File: src/rtl/csa_pkg.sv
// Shared types and constants for the cosine series approximator.
// Holds field widths, the term divisor function, the state and command enums
// and the controller/datapath structs. No dependencies.
package csa_pkg;

    // Series depth
    localparam int MAX_ORDER = 8;
    localparam int TERM_W    = $clog2(MAX_ORDER + 1);

    // Port fields
    localparam int ANGLE_W = 16;
    localparam int ORDER_W = 4;
    localparam int COS_W   = 32;

    // Datapath widths (sized for the largest term reachable at MAX_ORDER)
    localparam int AX_W    = ANGLE_W + 1;          // |angle|, up to 2^15
    localparam int XSQ_W   = 2 * ANGLE_W - 9;      // x^2 in Q8.16, up to 2^22
    localparam int MAG_W   = 42;                   // term magnitude, Q.32
    localparam int HALF_W  = MAG_W / 2;            // multiplier A operand
    localparam int PROD_W  = HALF_W + XSQ_W;       // multiplier output
    localparam int SUM_W   = 64;                   // full product plus rounding
    localparam int NUM_W   = SUM_W - 16;           // dividend after >> 16
    localparam int ACC_W   = MAG_W + 2;            // signed Q.32 accumulator
    localparam int D_W     = $clog2((2 * MAX_ORDER - 1) * (2 * MAX_ORDER) + 1);

    // Divider: bits retired per cycle and division steps per term
    localparam int DIV_BITS  = 8;
    localparam int DIV_STEPS = NUM_W / DIV_BITS;
    localparam int DIV_CNT_W = $clog2(DIV_STEPS);

    // Divisor (2i-1)*(2i) for term i
    function automatic logic [D_W-1:0] term_divisor(input logic [TERM_W-1:0] i);
        int v;
        v = (2 * int'(i) - 1) * (2 * int'(i));
        return D_W'(v);
    endfunction

    typedef enum logic [3:0] {
        ST_IDLE,
        ST_SQUARE,
        ST_ROUND,
        ST_MUL_LO,
        ST_MUL_HI,
        ST_MUL_SUM,
        ST_DIV,
        ST_ACCUM,
        ST_FINISH
    } state_t;

    typedef enum logic [3:0] {
        CMD_NOP,
        CMD_LOAD,
        CMD_SQUARE,
        CMD_ROUND,
        CMD_MUL_LO,
        CMD_MUL_HI,
        CMD_MUL_SUM,
        CMD_DIV,
        CMD_ACCUM,
        CMD_EMIT
    } cmd_op_t;

    typedef struct packed {
        cmd_op_t             op;
        logic [TERM_W-1:0]   term;
    } csa_cmd_t;

    typedef struct packed {
        logic out_free;
    } csa_status_t;

endpackage

File: src/rtl/csa_ctrl.sv
// Sequencing state machine for the cosine series approximator.
// Tracks order, term index and divider steps; drives commands to csa_dpath.
// Depends on csa_pkg.
module csa_ctrl
(
    input  logic                 clk,
    input  logic                 rst_n,
    input  logic                 s_tvalid,
    input  logic [csa_pkg::ORDER_W-1:0] order,
    output logic                 s_tready,
    input  csa_pkg::csa_status_t status,
    output csa_pkg::csa_cmd_t    cmd
);

    csa_pkg::state_t              state_reg, state_next;
    logic [csa_pkg::TERM_W-1:0]    n_reg, n_next;
    logic [csa_pkg::TERM_W-1:0]    term_reg, term_next;
    logic [csa_pkg::DIV_CNT_W-1:0] div_cnt_reg, div_cnt_next;

    always_ff @(posedge clk or negedge rst_n)
    begin
        if (!rst_n)
        begin
            state_reg   <= csa_pkg::ST_IDLE;
            n_reg       <= '0;
            term_reg    <= '0;
            div_cnt_reg <= '0;
        end
        else
        begin
            state_reg   <= state_next;
            n_reg       <= n_next;
            term_reg    <= term_next;
            div_cnt_reg <= div_cnt_next;
        end
    end

    // Next state and counters
    always_comb
    begin
        state_next   = state_reg;
        n_next       = n_reg;
        term_next    = term_reg;
        div_cnt_next = div_cnt_reg;
        unique case (state_reg)
            csa_pkg::ST_IDLE:
            begin
                if (s_tvalid)
                begin
                    // clamp order to the deepest supported term
                    if (int'(order) > csa_pkg::MAX_ORDER)
                        n_next = csa_pkg::TERM_W'(csa_pkg::MAX_ORDER);
                    else
                        n_next = csa_pkg::TERM_W'(order);
                    term_next  = csa_pkg::TERM_W'(1);
                    state_next = csa_pkg::ST_SQUARE;
                end
            end
            csa_pkg::ST_SQUARE:
                state_next = csa_pkg::ST_ROUND;
            csa_pkg::ST_ROUND:
            begin
                if (n_reg == '0)
                    state_next = csa_pkg::ST_FINISH;
                else
                    state_next = csa_pkg::ST_MUL_LO;
            end
            csa_pkg::ST_MUL_LO:
                state_next = csa_pkg::ST_MUL_HI;
            csa_pkg::ST_MUL_HI:
                state_next = csa_pkg::ST_MUL_SUM;
            csa_pkg::ST_MUL_SUM:
            begin
                div_cnt_next = '0;
                state_next   = csa_pkg::ST_DIV;
            end
            csa_pkg::ST_DIV:
            begin
                div_cnt_next = div_cnt_reg + 1'b1;
                if (div_cnt_reg == csa_pkg::DIV_CNT_W'(csa_pkg::DIV_STEPS - 1))
                    state_next = csa_pkg::ST_ACCUM;
            end
            csa_pkg::ST_ACCUM:
            begin
                term_next = term_reg + 1'b1;
                if (term_reg == n_reg)
                    state_next = csa_pkg::ST_FINISH;
                else
                    state_next = csa_pkg::ST_MUL_LO;
            end
            csa_pkg::ST_FINISH:
            begin
                if (status.out_free)
                    state_next = csa_pkg::ST_IDLE;
            end
            default:
                state_next = csa_pkg::ST_IDLE;
        endcase
    end

    // Outputs
    always_comb
    begin
        s_tready = 1'b0;
        cmd.op   = csa_pkg::CMD_NOP;
        cmd.term = term_reg;
        unique case (state_reg)
            csa_pkg::ST_IDLE:
            begin
                s_tready = 1'b1;
                if (s_tvalid)
                    cmd.op = csa_pkg::CMD_LOAD;
            end
            csa_pkg::ST_SQUARE:  cmd.op = csa_pkg::CMD_SQUARE;
            csa_pkg::ST_ROUND:   cmd.op = csa_pkg::CMD_ROUND;
            csa_pkg::ST_MUL_LO:  cmd.op = csa_pkg::CMD_MUL_LO;
            csa_pkg::ST_MUL_HI:  cmd.op = csa_pkg::CMD_MUL_HI;
            csa_pkg::ST_MUL_SUM: cmd.op = csa_pkg::CMD_MUL_SUM;
            csa_pkg::ST_DIV:     cmd.op = csa_pkg::CMD_DIV;
            csa_pkg::ST_ACCUM:   cmd.op = csa_pkg::CMD_ACCUM;
            csa_pkg::ST_FINISH:
            begin
                if (status.out_free)
                    cmd.op = csa_pkg::CMD_EMIT;
            end
            default:
                cmd.op = csa_pkg::CMD_NOP;
        endcase
    end

endmodule

File: src/rtl/csa_dpath.sv
// Datapath for the cosine series approximator: shared multiplier, constant
// divisor long divider, term accumulator and output register.
// Depends on csa_pkg; driven by csa_ctrl.
module csa_dpath
(
    input  logic                          clk,
    input  logic                          rst_n,
    input  csa_pkg::csa_cmd_t             cmd,
    output csa_pkg::csa_status_t          status,
    input  logic [csa_pkg::ANGLE_W-1:0]   angle,
    output logic                          m_tvalid,
    input  logic                          m_tready,
    output logic [csa_pkg::COS_W-1:0]     cosine,
    output logic                          saturated
);

    logic [csa_pkg::AX_W-1:0]   ax_reg, ax_next;
    logic [csa_pkg::XSQ_W-1:0]  xsq_reg, xsq_next;
    logic [csa_pkg::PROD_W-1:0] prod_reg, prod_next;
    logic [csa_pkg::SUM_W-1:0]  sum_reg, sum_next;
    logic [csa_pkg::NUM_W-1:0]  num_reg, num_next;
    logic [csa_pkg::D_W-1:0]    rem_reg, rem_next;
    logic [csa_pkg::MAG_W-1:0]  mag_reg, mag_next;
    logic signed [csa_pkg::ACC_W-1:0] acc_reg, acc_next;
    logic [csa_pkg::COS_W-1:0]  cos_reg, cos_next;
    logic                       sat_reg, sat_next;
    logic                       out_valid_reg, out_valid_next;

    logic [csa_pkg::HALF_W-1:0] mul_a;
    logic [csa_pkg::XSQ_W-1:0]  mul_b;
    logic [csa_pkg::D_W-1:0]    div_d;
    logic [csa_pkg::SUM_W-1:0]  full_sum;
    logic [csa_pkg::D_W-1:0]    div_rem;
    logic [csa_pkg::DIV_BITS-1:0] div_q;
    logic signed [csa_pkg::ACC_W:0] rnd_acc;
    logic [csa_pkg::COS_W:0]    rnd_q;
    logic [csa_pkg::ACC_W-1:0]  mag_ext;

    assign div_d   = csa_pkg::term_divisor(cmd.term);
    assign mag_ext = {{(csa_pkg::ACC_W - csa_pkg::MAG_W){1'b0}},
                      num_reg[csa_pkg::MAG_W-1:0]};

    // Shared multiplier operand select
    always_comb
    begin
        case (cmd.op)
            csa_pkg::CMD_SQUARE:
            begin
                mul_a = csa_pkg::HALF_W'(ax_reg);
                mul_b = csa_pkg::XSQ_W'(ax_reg);
            end
            csa_pkg::CMD_MUL_HI:
            begin
                mul_a = mag_reg[csa_pkg::MAG_W-1:csa_pkg::HALF_W];
                mul_b = xsq_reg;
            end
            default:
            begin
                mul_a = mag_reg[csa_pkg::HALF_W-1:0];
                mul_b = xsq_reg;
            end
        endcase
    end

    // Upper partial product lands 21 bits up; truncation to 64 bits is safe
    assign full_sum = sum_reg + {prod_reg[csa_pkg::SUM_W-csa_pkg::HALF_W-1:0],
                                 {csa_pkg::HALF_W{1'b0}}};

    // Restoring division, DIV_BITS quotient bits per cycle, MSB first
    always_comb
    begin
        logic [csa_pkg::D_W:0]   t;
        logic [csa_pkg::D_W-1:0] r;
        r = rem_reg;
        div_q = '0;
        for (int k = 0; k < csa_pkg::DIV_BITS; k++)
        begin
            t = {r, num_reg[csa_pkg::NUM_W-1-k]};
            if (t >= {1'b0, div_d})
            begin
                t = t - {1'b0, div_d};
                div_q[csa_pkg::DIV_BITS-1-k] = 1'b1;
            end
            r = t[csa_pkg::D_W-1:0];
        end
        div_rem = r;
    end

    // Round accumulator to Q12.20 and clamp
    assign rnd_acc = {acc_reg[csa_pkg::ACC_W-1], acc_reg} + (csa_pkg::ACC_W+1)'(2048);
    assign rnd_q   = rnd_acc[csa_pkg::ACC_W:12];

    always_comb
    begin
        ax_next        = ax_reg;
        xsq_next       = xsq_reg;
        prod_next      = prod_reg;
        sum_next       = sum_reg;
        num_next       = num_reg;
        rem_next       = rem_reg;
        mag_next       = mag_reg;
        acc_next       = acc_reg;
        cos_next       = cos_reg;
        sat_next       = sat_reg;
        out_valid_next = out_valid_reg && !m_tready;
        case (cmd.op)
            csa_pkg::CMD_LOAD:
            begin
                if (angle[csa_pkg::ANGLE_W-1])
                    ax_next = csa_pkg::AX_W'(0) - {angle[csa_pkg::ANGLE_W-1], angle};
                else
                    ax_next = {1'b0, angle};
                mag_next = csa_pkg::MAG_W'(64'd1 << 32);
                acc_next = csa_pkg::ACC_W'(64'd1 << 32);
            end
            csa_pkg::CMD_SQUARE:
                prod_next = mul_a * mul_b;
            csa_pkg::CMD_ROUND:
                xsq_next = csa_pkg::XSQ_W'((prod_reg[2*csa_pkg::AX_W-4:0]
                                            + (2*csa_pkg::AX_W-3)'(128)) >> 8);
            csa_pkg::CMD_MUL_LO:
                prod_next = mul_a * mul_b;
            csa_pkg::CMD_MUL_HI:
            begin
                sum_next  = csa_pkg::SUM_W'(prod_reg)
                          + (csa_pkg::SUM_W'(div_d) << 15);
                prod_next = mul_a * mul_b;
            end
            csa_pkg::CMD_MUL_SUM:
            begin
                num_next = full_sum[csa_pkg::SUM_W-1:16];
                rem_next = '0;
            end
            csa_pkg::CMD_DIV:
            begin
                num_next = {num_reg[csa_pkg::NUM_W-csa_pkg::DIV_BITS-1:0], div_q};
                rem_next = div_rem;
            end
            csa_pkg::CMD_ACCUM:
            begin
                mag_next = num_reg[csa_pkg::MAG_W-1:0];
                if (cmd.term[0])
                    acc_next = acc_reg - signed'(mag_ext);
                else
                    acc_next = acc_reg + signed'(mag_ext);
            end
            csa_pkg::CMD_EMIT:
            begin
                out_valid_next = 1'b1;
                sat_next       = rnd_q[csa_pkg::COS_W] ^ rnd_q[csa_pkg::COS_W-1];
                if (rnd_q[csa_pkg::COS_W] ^ rnd_q[csa_pkg::COS_W-1])
                    cos_next = rnd_q[csa_pkg::COS_W]
                             ? {1'b1, {(csa_pkg::COS_W-1){1'b0}}}
                             : {1'b0, {(csa_pkg::COS_W-1){1'b1}}};
                else
                    cos_next = rnd_q[csa_pkg::COS_W-1:0];
            end
            default:
            begin
            end
        endcase
    end

    always_ff @(posedge clk or negedge rst_n)
    begin
        if (!rst_n)
            out_valid_reg <= 1'b0;
        else
            out_valid_reg <= out_valid_next;
    end

    always_ff @(posedge clk)
    begin
        ax_reg   <= ax_next;
        xsq_reg  <= xsq_next;
        prod_reg <= prod_next;
        sum_reg  <= sum_next;
        num_reg  <= num_next;
        rem_reg  <= rem_next;
        mag_reg  <= mag_next;
        acc_reg  <= acc_next;
        cos_reg  <= cos_next;
        sat_reg  <= sat_next;
    end

    assign status.out_free = !out_valid_reg || m_tready;
    assign m_tvalid  = out_valid_reg;
    assign cosine    = cos_reg;
    assign saturated = sat_reg;

endmodule

File: src/rtl/cosine_series_approximator.sv
// Cosine Maclaurin series approximator, top level. Uses csa_pkg, csa_ctrl, csa_dpath.
// Takes a new item only in idle, after the last one has reached the output register;
// each term takes two passes of the shared 21x23 multiplier, a summing step, the
// 8-bit-per-cycle divider and one add.
// A finished result waits in the output register while the next item is taken in.
// Reset (rst_n, async, active low) clears controller state and the output valid flag.
module cosine_series_approximator
(
    input  logic        clk,
    input  logic        rst_n,
    input  logic        s_tvalid,
    output logic        s_tready,
    input  logic [23:0] s_tdata,    // [15:0] angle (Q4.12), [19:16] order, [23:20] zero
    output logic        m_tvalid,
    input  logic        m_tready,
    output logic [31:0] m_tdata,    // [31:0] cosine (Q12.20)
    output logic        m_tuser     // [0] saturated
);

    csa_pkg::csa_cmd_t    cmd;
    csa_pkg::csa_status_t status;

    // Sequencer: owns the order, the term index and the divider step count
    csa_ctrl u_ctrl
    (
        .clk      (clk),
        .rst_n    (rst_n),
        .s_tvalid (s_tvalid),
        .order    (s_tdata[csa_pkg::ANGLE_W +: csa_pkg::ORDER_W]),
        .s_tready (s_tready),
        .status   (status),
        .cmd      (cmd)
    );

    // Arithmetic: squares the angle, steps each term and holds the result
    csa_dpath u_dpath
    (
        .clk       (clk),
        .rst_n     (rst_n),
        .cmd       (cmd),
        .status    (status),
        .angle     (s_tdata[csa_pkg::ANGLE_W-1:0]),
        .m_tvalid  (m_tvalid),
        .m_tready  (m_tready),
        .cosine    (m_tdata),
        .saturated (m_tuser)
    );

`ifndef SYNTHESIS
    // The block goes busy right after taking an item
    a_busy_after_transfer: assert property (@(posedge clk) disable iff (!rst_n)
        (s_tvalid && s_tready) |=> !s_tready)
        else $error("input accepted while a computation was starting");

    // A transfer always starts with the squaring step
    a_square_follows_load: assert property (@(posedge clk) disable iff (!rst_n)
        (s_tvalid && s_tready) |=> (cmd.op == csa_pkg::CMD_SQUARE))
        else $error("squaring step did not follow input transfer");

    // Never overwrite a result that is still waiting
    a_emit_only_when_free: assert property (@(posedge clk) disable iff (!rst_n)
        (cmd.op == csa_pkg::CMD_EMIT) |-> status.out_free)
        else $error("result emitted over a pending output");

    // An emitted result shows up on the output
    a_emit_sets_valid: assert property (@(posedge clk) disable iff (!rst_n)
        (cmd.op == csa_pkg::CMD_EMIT) |=> m_tvalid)
        else $error("emitted result not presented");
`endif

endmodule

File: config.mk
export PLATFORM = sky130hd
export DESIGN_NAME = cosine_series_approximator
export DESIGN_NICKNAME = d
export VERILOG_FILES = /design/src/rtl/csa_pkg.sv /design/src/rtl/csa_ctrl.sv /design/src/rtl/csa_dpath.sv /design/src/rtl/cosine_series_approximator.sv
export SDC_FILE = /design/constraint.sdc
export NUM_CORES = 2
export LEC_CHECK = 0
export BUFFER_PORTS_ARGS = -buffer_cell sky130_fd_sc_hd__buf_2
export CORE_ASPECT_RATIO = 1.75
export CORE_MARGIN = 4
export CORE_UTILIZATION = 40
export CTS_BUF_LIST = sky130_fd_sc_hd__clkbuf_2
export DETAILED_ROUTE_END_ITERATION = 8
export GPL_TIMING_DRIVEN = 0
export HOLD_SLACK_MARGIN = 0.05
export PLACE_DENSITY = 0.62
export SLEW_MARGIN = 40
export SYNTH_ARGS = -nofsm -noshare
export SYNTH_HDL_FRONTEND = slang
export SYNTH_HIERARCHICAL = 1
export SYNTH_SLANG_ARGS = --single-unit
File: constraint.sdc
create_clock -name clk -period 19.64 [get_ports clk]
set_clock_uncertainty 0.2 [all_clocks]
set_input_delay 3.928 -clock clk [delete_from_list [all_inputs] [get_ports clk]]
set_output_delay 3.928 -clock clk [all_outputs]
set_load 0.005 [all_outputs]
==> metrics.md <==
| Metric | Value |
|---|---|
| DR pass1 iterations | `6` |
| GR Overflow Total | `0` |
| Count of final setup violators | `0` |
| Residual DRC | `0` |
| EDFF count, synth | `288` |
| Post-Syn Area | `36300 sq um` |
| Starting DRT DRC Count | `1856` |
| Count of final hold-check violations | `0` |
| FMAX | `0.0526 GHz` |
| Seq cells post-synth | `304` |
| Overall routed net length | `123000 microns` |
| Row Count | `146` |
| # fillers | `8836` |
| Synth cell types | `93` |
| Area of the multi-input gates | `25800 sq um` |
| Slowest-stage cell, CP | `or4b_1` |
| Critical path's top delay family | `compound AO/OA/AOI/OAI gates` |
| Reg-to-reg endpoint | `u_dpath/rem_reg[2]` |
| Die width | `236 microns` |
| Pin count of the biggest net entering global routing | `45` |
| Max reg flops | `48` |
| WP data required | `20.29 ns` |
| Sequential share of the synthesized area | `0.249` |
| Relative slew slack | `0.386` |
| Total GRT Usage | `0.255` |
| Initial core utilization | `0.403` |
| Dpl hpwl | `100000 microns` |
| CTS Buf Count | `67` |
| Critical path fanouts, max | `9` |
| FF-to-FF path depth | `92` |
| H-tree depth | `3` |
| Origin of the critical flop-to-flop path | `u_ctrl/term_reg[0]` |
| Ports | `63` |
| Worst Path Buf+Inv | `12` |
| Final min period | `19.00 ns` |
| Hold depth | `2` |
| Ys async rst share | `0.0526` |
| Post-synthesis average cell area | `9.37 sq um` |
| Hold Path End | `u_dpath/num_reg[0]` |
| Status | `complete, no violations` |
| Worst-Skew Late Latency | `1.07 ns` |
| CP startpoint kind | `register` |
| Syn. warnings | `6` |
| DRT antenna net count | `0` |
| Share of cells above drive strength 1 | `0.105` |
| Critical path type | `reg2reg` |
| Post-synthesis cell count | `3879` |
| Area grow syn2layout | `11.4%` |
| Nets@finish | `4844` |
| Vias in the first global route | `31460` |
| Worst slew pin tran | `0.921 ns` |
| Placed cell areas | `38600 sq um` |
| Routed length per instance | `23.1 microns` |
| Via density | `5.50` |
| CTS root buffer | `clkbuf_2` |
| Die H | `407 microns` |
| Reg clk slew, reported paths | `0.14 ns` |
| Crit path largest cell delay | `0.53 ns` |
| Placer Congestion | `0.974` |
| Max-slew violations | `0` |
| Post-Syn Nets | `4626` |
| Core area | `90200 sq um` |
| Hold Path Class | `reg2reg` |
| Full die area | `95900 sq um` |
| Initial antenna violation count | `1` |
| Reg2reg setup slack | `0.64 ns` |
| Register area | `9060 sq um` |
| I/O Buffers | `58` |
| Maxcap violations | `0` |
| CTS tree | `yes` |
| Clock net sink count | `304` |
| Via count | `29294` |
| Worst EP arrival | `19.65 ns` |
| Clk buf depth | `3` |
| Synth Flop Type | `edfxtp_1` |
| Final Cell Area | `40500 sq um` |
| Fin crit share | `0.967` |
| Worst Setup End Kind | `register` |
| First-pass GRT wire length | `185000 microns` |
| Hold_sp | `u_dpath/sum_reg[16]` |
-- cells in the final DEF, fill, tap and decap left out, types with 38 or more instances in the layout --
master / n
nand2_1: 489
inv_1: 484
fa_1: 410
nor2_1: 384
edfxtp_1: 288
ha_1: 287
xnor2_1: 194
a21oi_1: 157
clkbuf_1: 112
o21ai_0: 101
a21o_1: 100
clkbuf_2: 93
and2_1: 92
xor2_1: 87
buf_4: 74
buf_2: 67
nand3_1: 60
nand2b_1: 52
nor2b_1: 41
nor3_1: 38
-- logic make-up (layout without fill, tap and decap cells) --
| kind of cell | Yosys count | in the layout | synth area share |
|---|---|---|---|
| buf+inv | 621 | 885 | 0.0650 |
| mux | 34 | 34 | 0.0104 |
| compound gates | 605 | 605 | 0.110 |
| simple gates | 1313 | 1313 | 0.165 |
| xor+xnor | 282 | 282 | 0.0680 |
| flops | 304 | 304 | 0.249 |
| other cells | 1 | 3 | 0.000103 |
| fa+ha+maj | 719 | 719 | 0.333 |
-- cells in the mapped netlist (all sizes together), types with 11 or more instances --
library cell	n	area, sq um
buf	15	86.3
nand4	26	163
xor2	87	762
o21bai	14	105
dfrtp	16	400
a211oi	19	153
xnor2	195	1710
o21ai	118	591
mux2i	11	110
o21a	29	218
nand2	493	1860
edfxtp	288	8650
clkbuf	116	435
a21o	100	751
inv	490	1840
nor2	394	1480
a21oi	183	916
nor2b	43	269
nand3	61	305
o31ai	14	124
mux2	23	267
and2	98	613
ha	306	3830
and3	35	225
or3	12	75.1
fa	413	8270
nor3	42	221
nand2b	54	338
a31oi	11	68.8
a221o	15	150
-- worst min-delay path, delay by kind of cell (launching register included) --
| family | cells | cell delay, ns |
|---|---|---|
| flops | 1 | 0.34 |
| compound gates | 1 | 0.06 |
| simple gates | 1 | 0.05 |
-- stage by stage --
stage	util	cells	hold WS, ns	setup TNS, ns	worst slack [ns]
final	0.449	5329	0.297	0	0.643
after global routing	0.449	5328	0.371	-0.545	-0.165
after CTS	0.441	5288	0.335	0	0.0104
after detailed placement	0.427	5141	0.322	-36.95	-4.57
after global placement	0.422	5121	0.309	-39.89	-4.90
after floorplan	-	3879	0.291	0	0.0777
-- worst max path at each step --
stage                  startpoint                 end  slack [ns]  cells past startpoint
2_1_floorplan  u_ctrl/term_reg[0]  u_dpath/rem_reg[2]        0.08                     92
3_3_place_gp   u_ctrl/term_reg[0]  u_dpath/rem_reg[2]       -4.90                     94
3_5_place_dp   u_ctrl/term_reg[0]  u_dpath/rem_reg[2]       -4.57                     96
4_1_cts        u_ctrl/term_reg[0]  u_dpath/rem_reg[2]        0.01                     97
5_1_grt        u_ctrl/term_reg[0]  u_dpath/rem_reg[2]       -0.16                     95
6_report       u_ctrl/term_reg[0]  u_dpath/rem_reg[2]        0.64                     92
-- timing repair --
item / 4_1_cts / 5_1_grt
hold buffers: 0 / 0
pin swaps: 24 / 58
gates cloned: 0 / 0
endpoints found under the setup margin: 9 / 8
setup buffers: 32 / 39
gates resized for setup: 82 / 74
-- final cells by class --
type	instances	share of cell area
Multi-Input combinational cell	2954	0.636
Sequential cell	304	0.224
Inverter	490	0.0457
Tap cell	1184	0.0366
Timing Repair Buffer	149	0.0276
Buffer	131	0.0143
Clock buffer	93	0.0115
Clock inverter	22	0.00426
Antenna cell	2	0.000124
-- per-layer routing --
| layer | routed length, microns | track usage | up-vias |
|---|---|---|---|
| met4 | 14200 | 0.234 | 0 |
| met5 | 0 | 0 | - |
| met2 | 64700 | 0.479 | 1026 |
| li1 | - | - | 13340 |
| met1 | 38800 | 0.237 | 14444 |
| met3 | 5440 | 0.0308 | 484 |
Power is not shown: default switching activity piles up to over one toggle a cycle in this logic, so the estimate is an artifact.
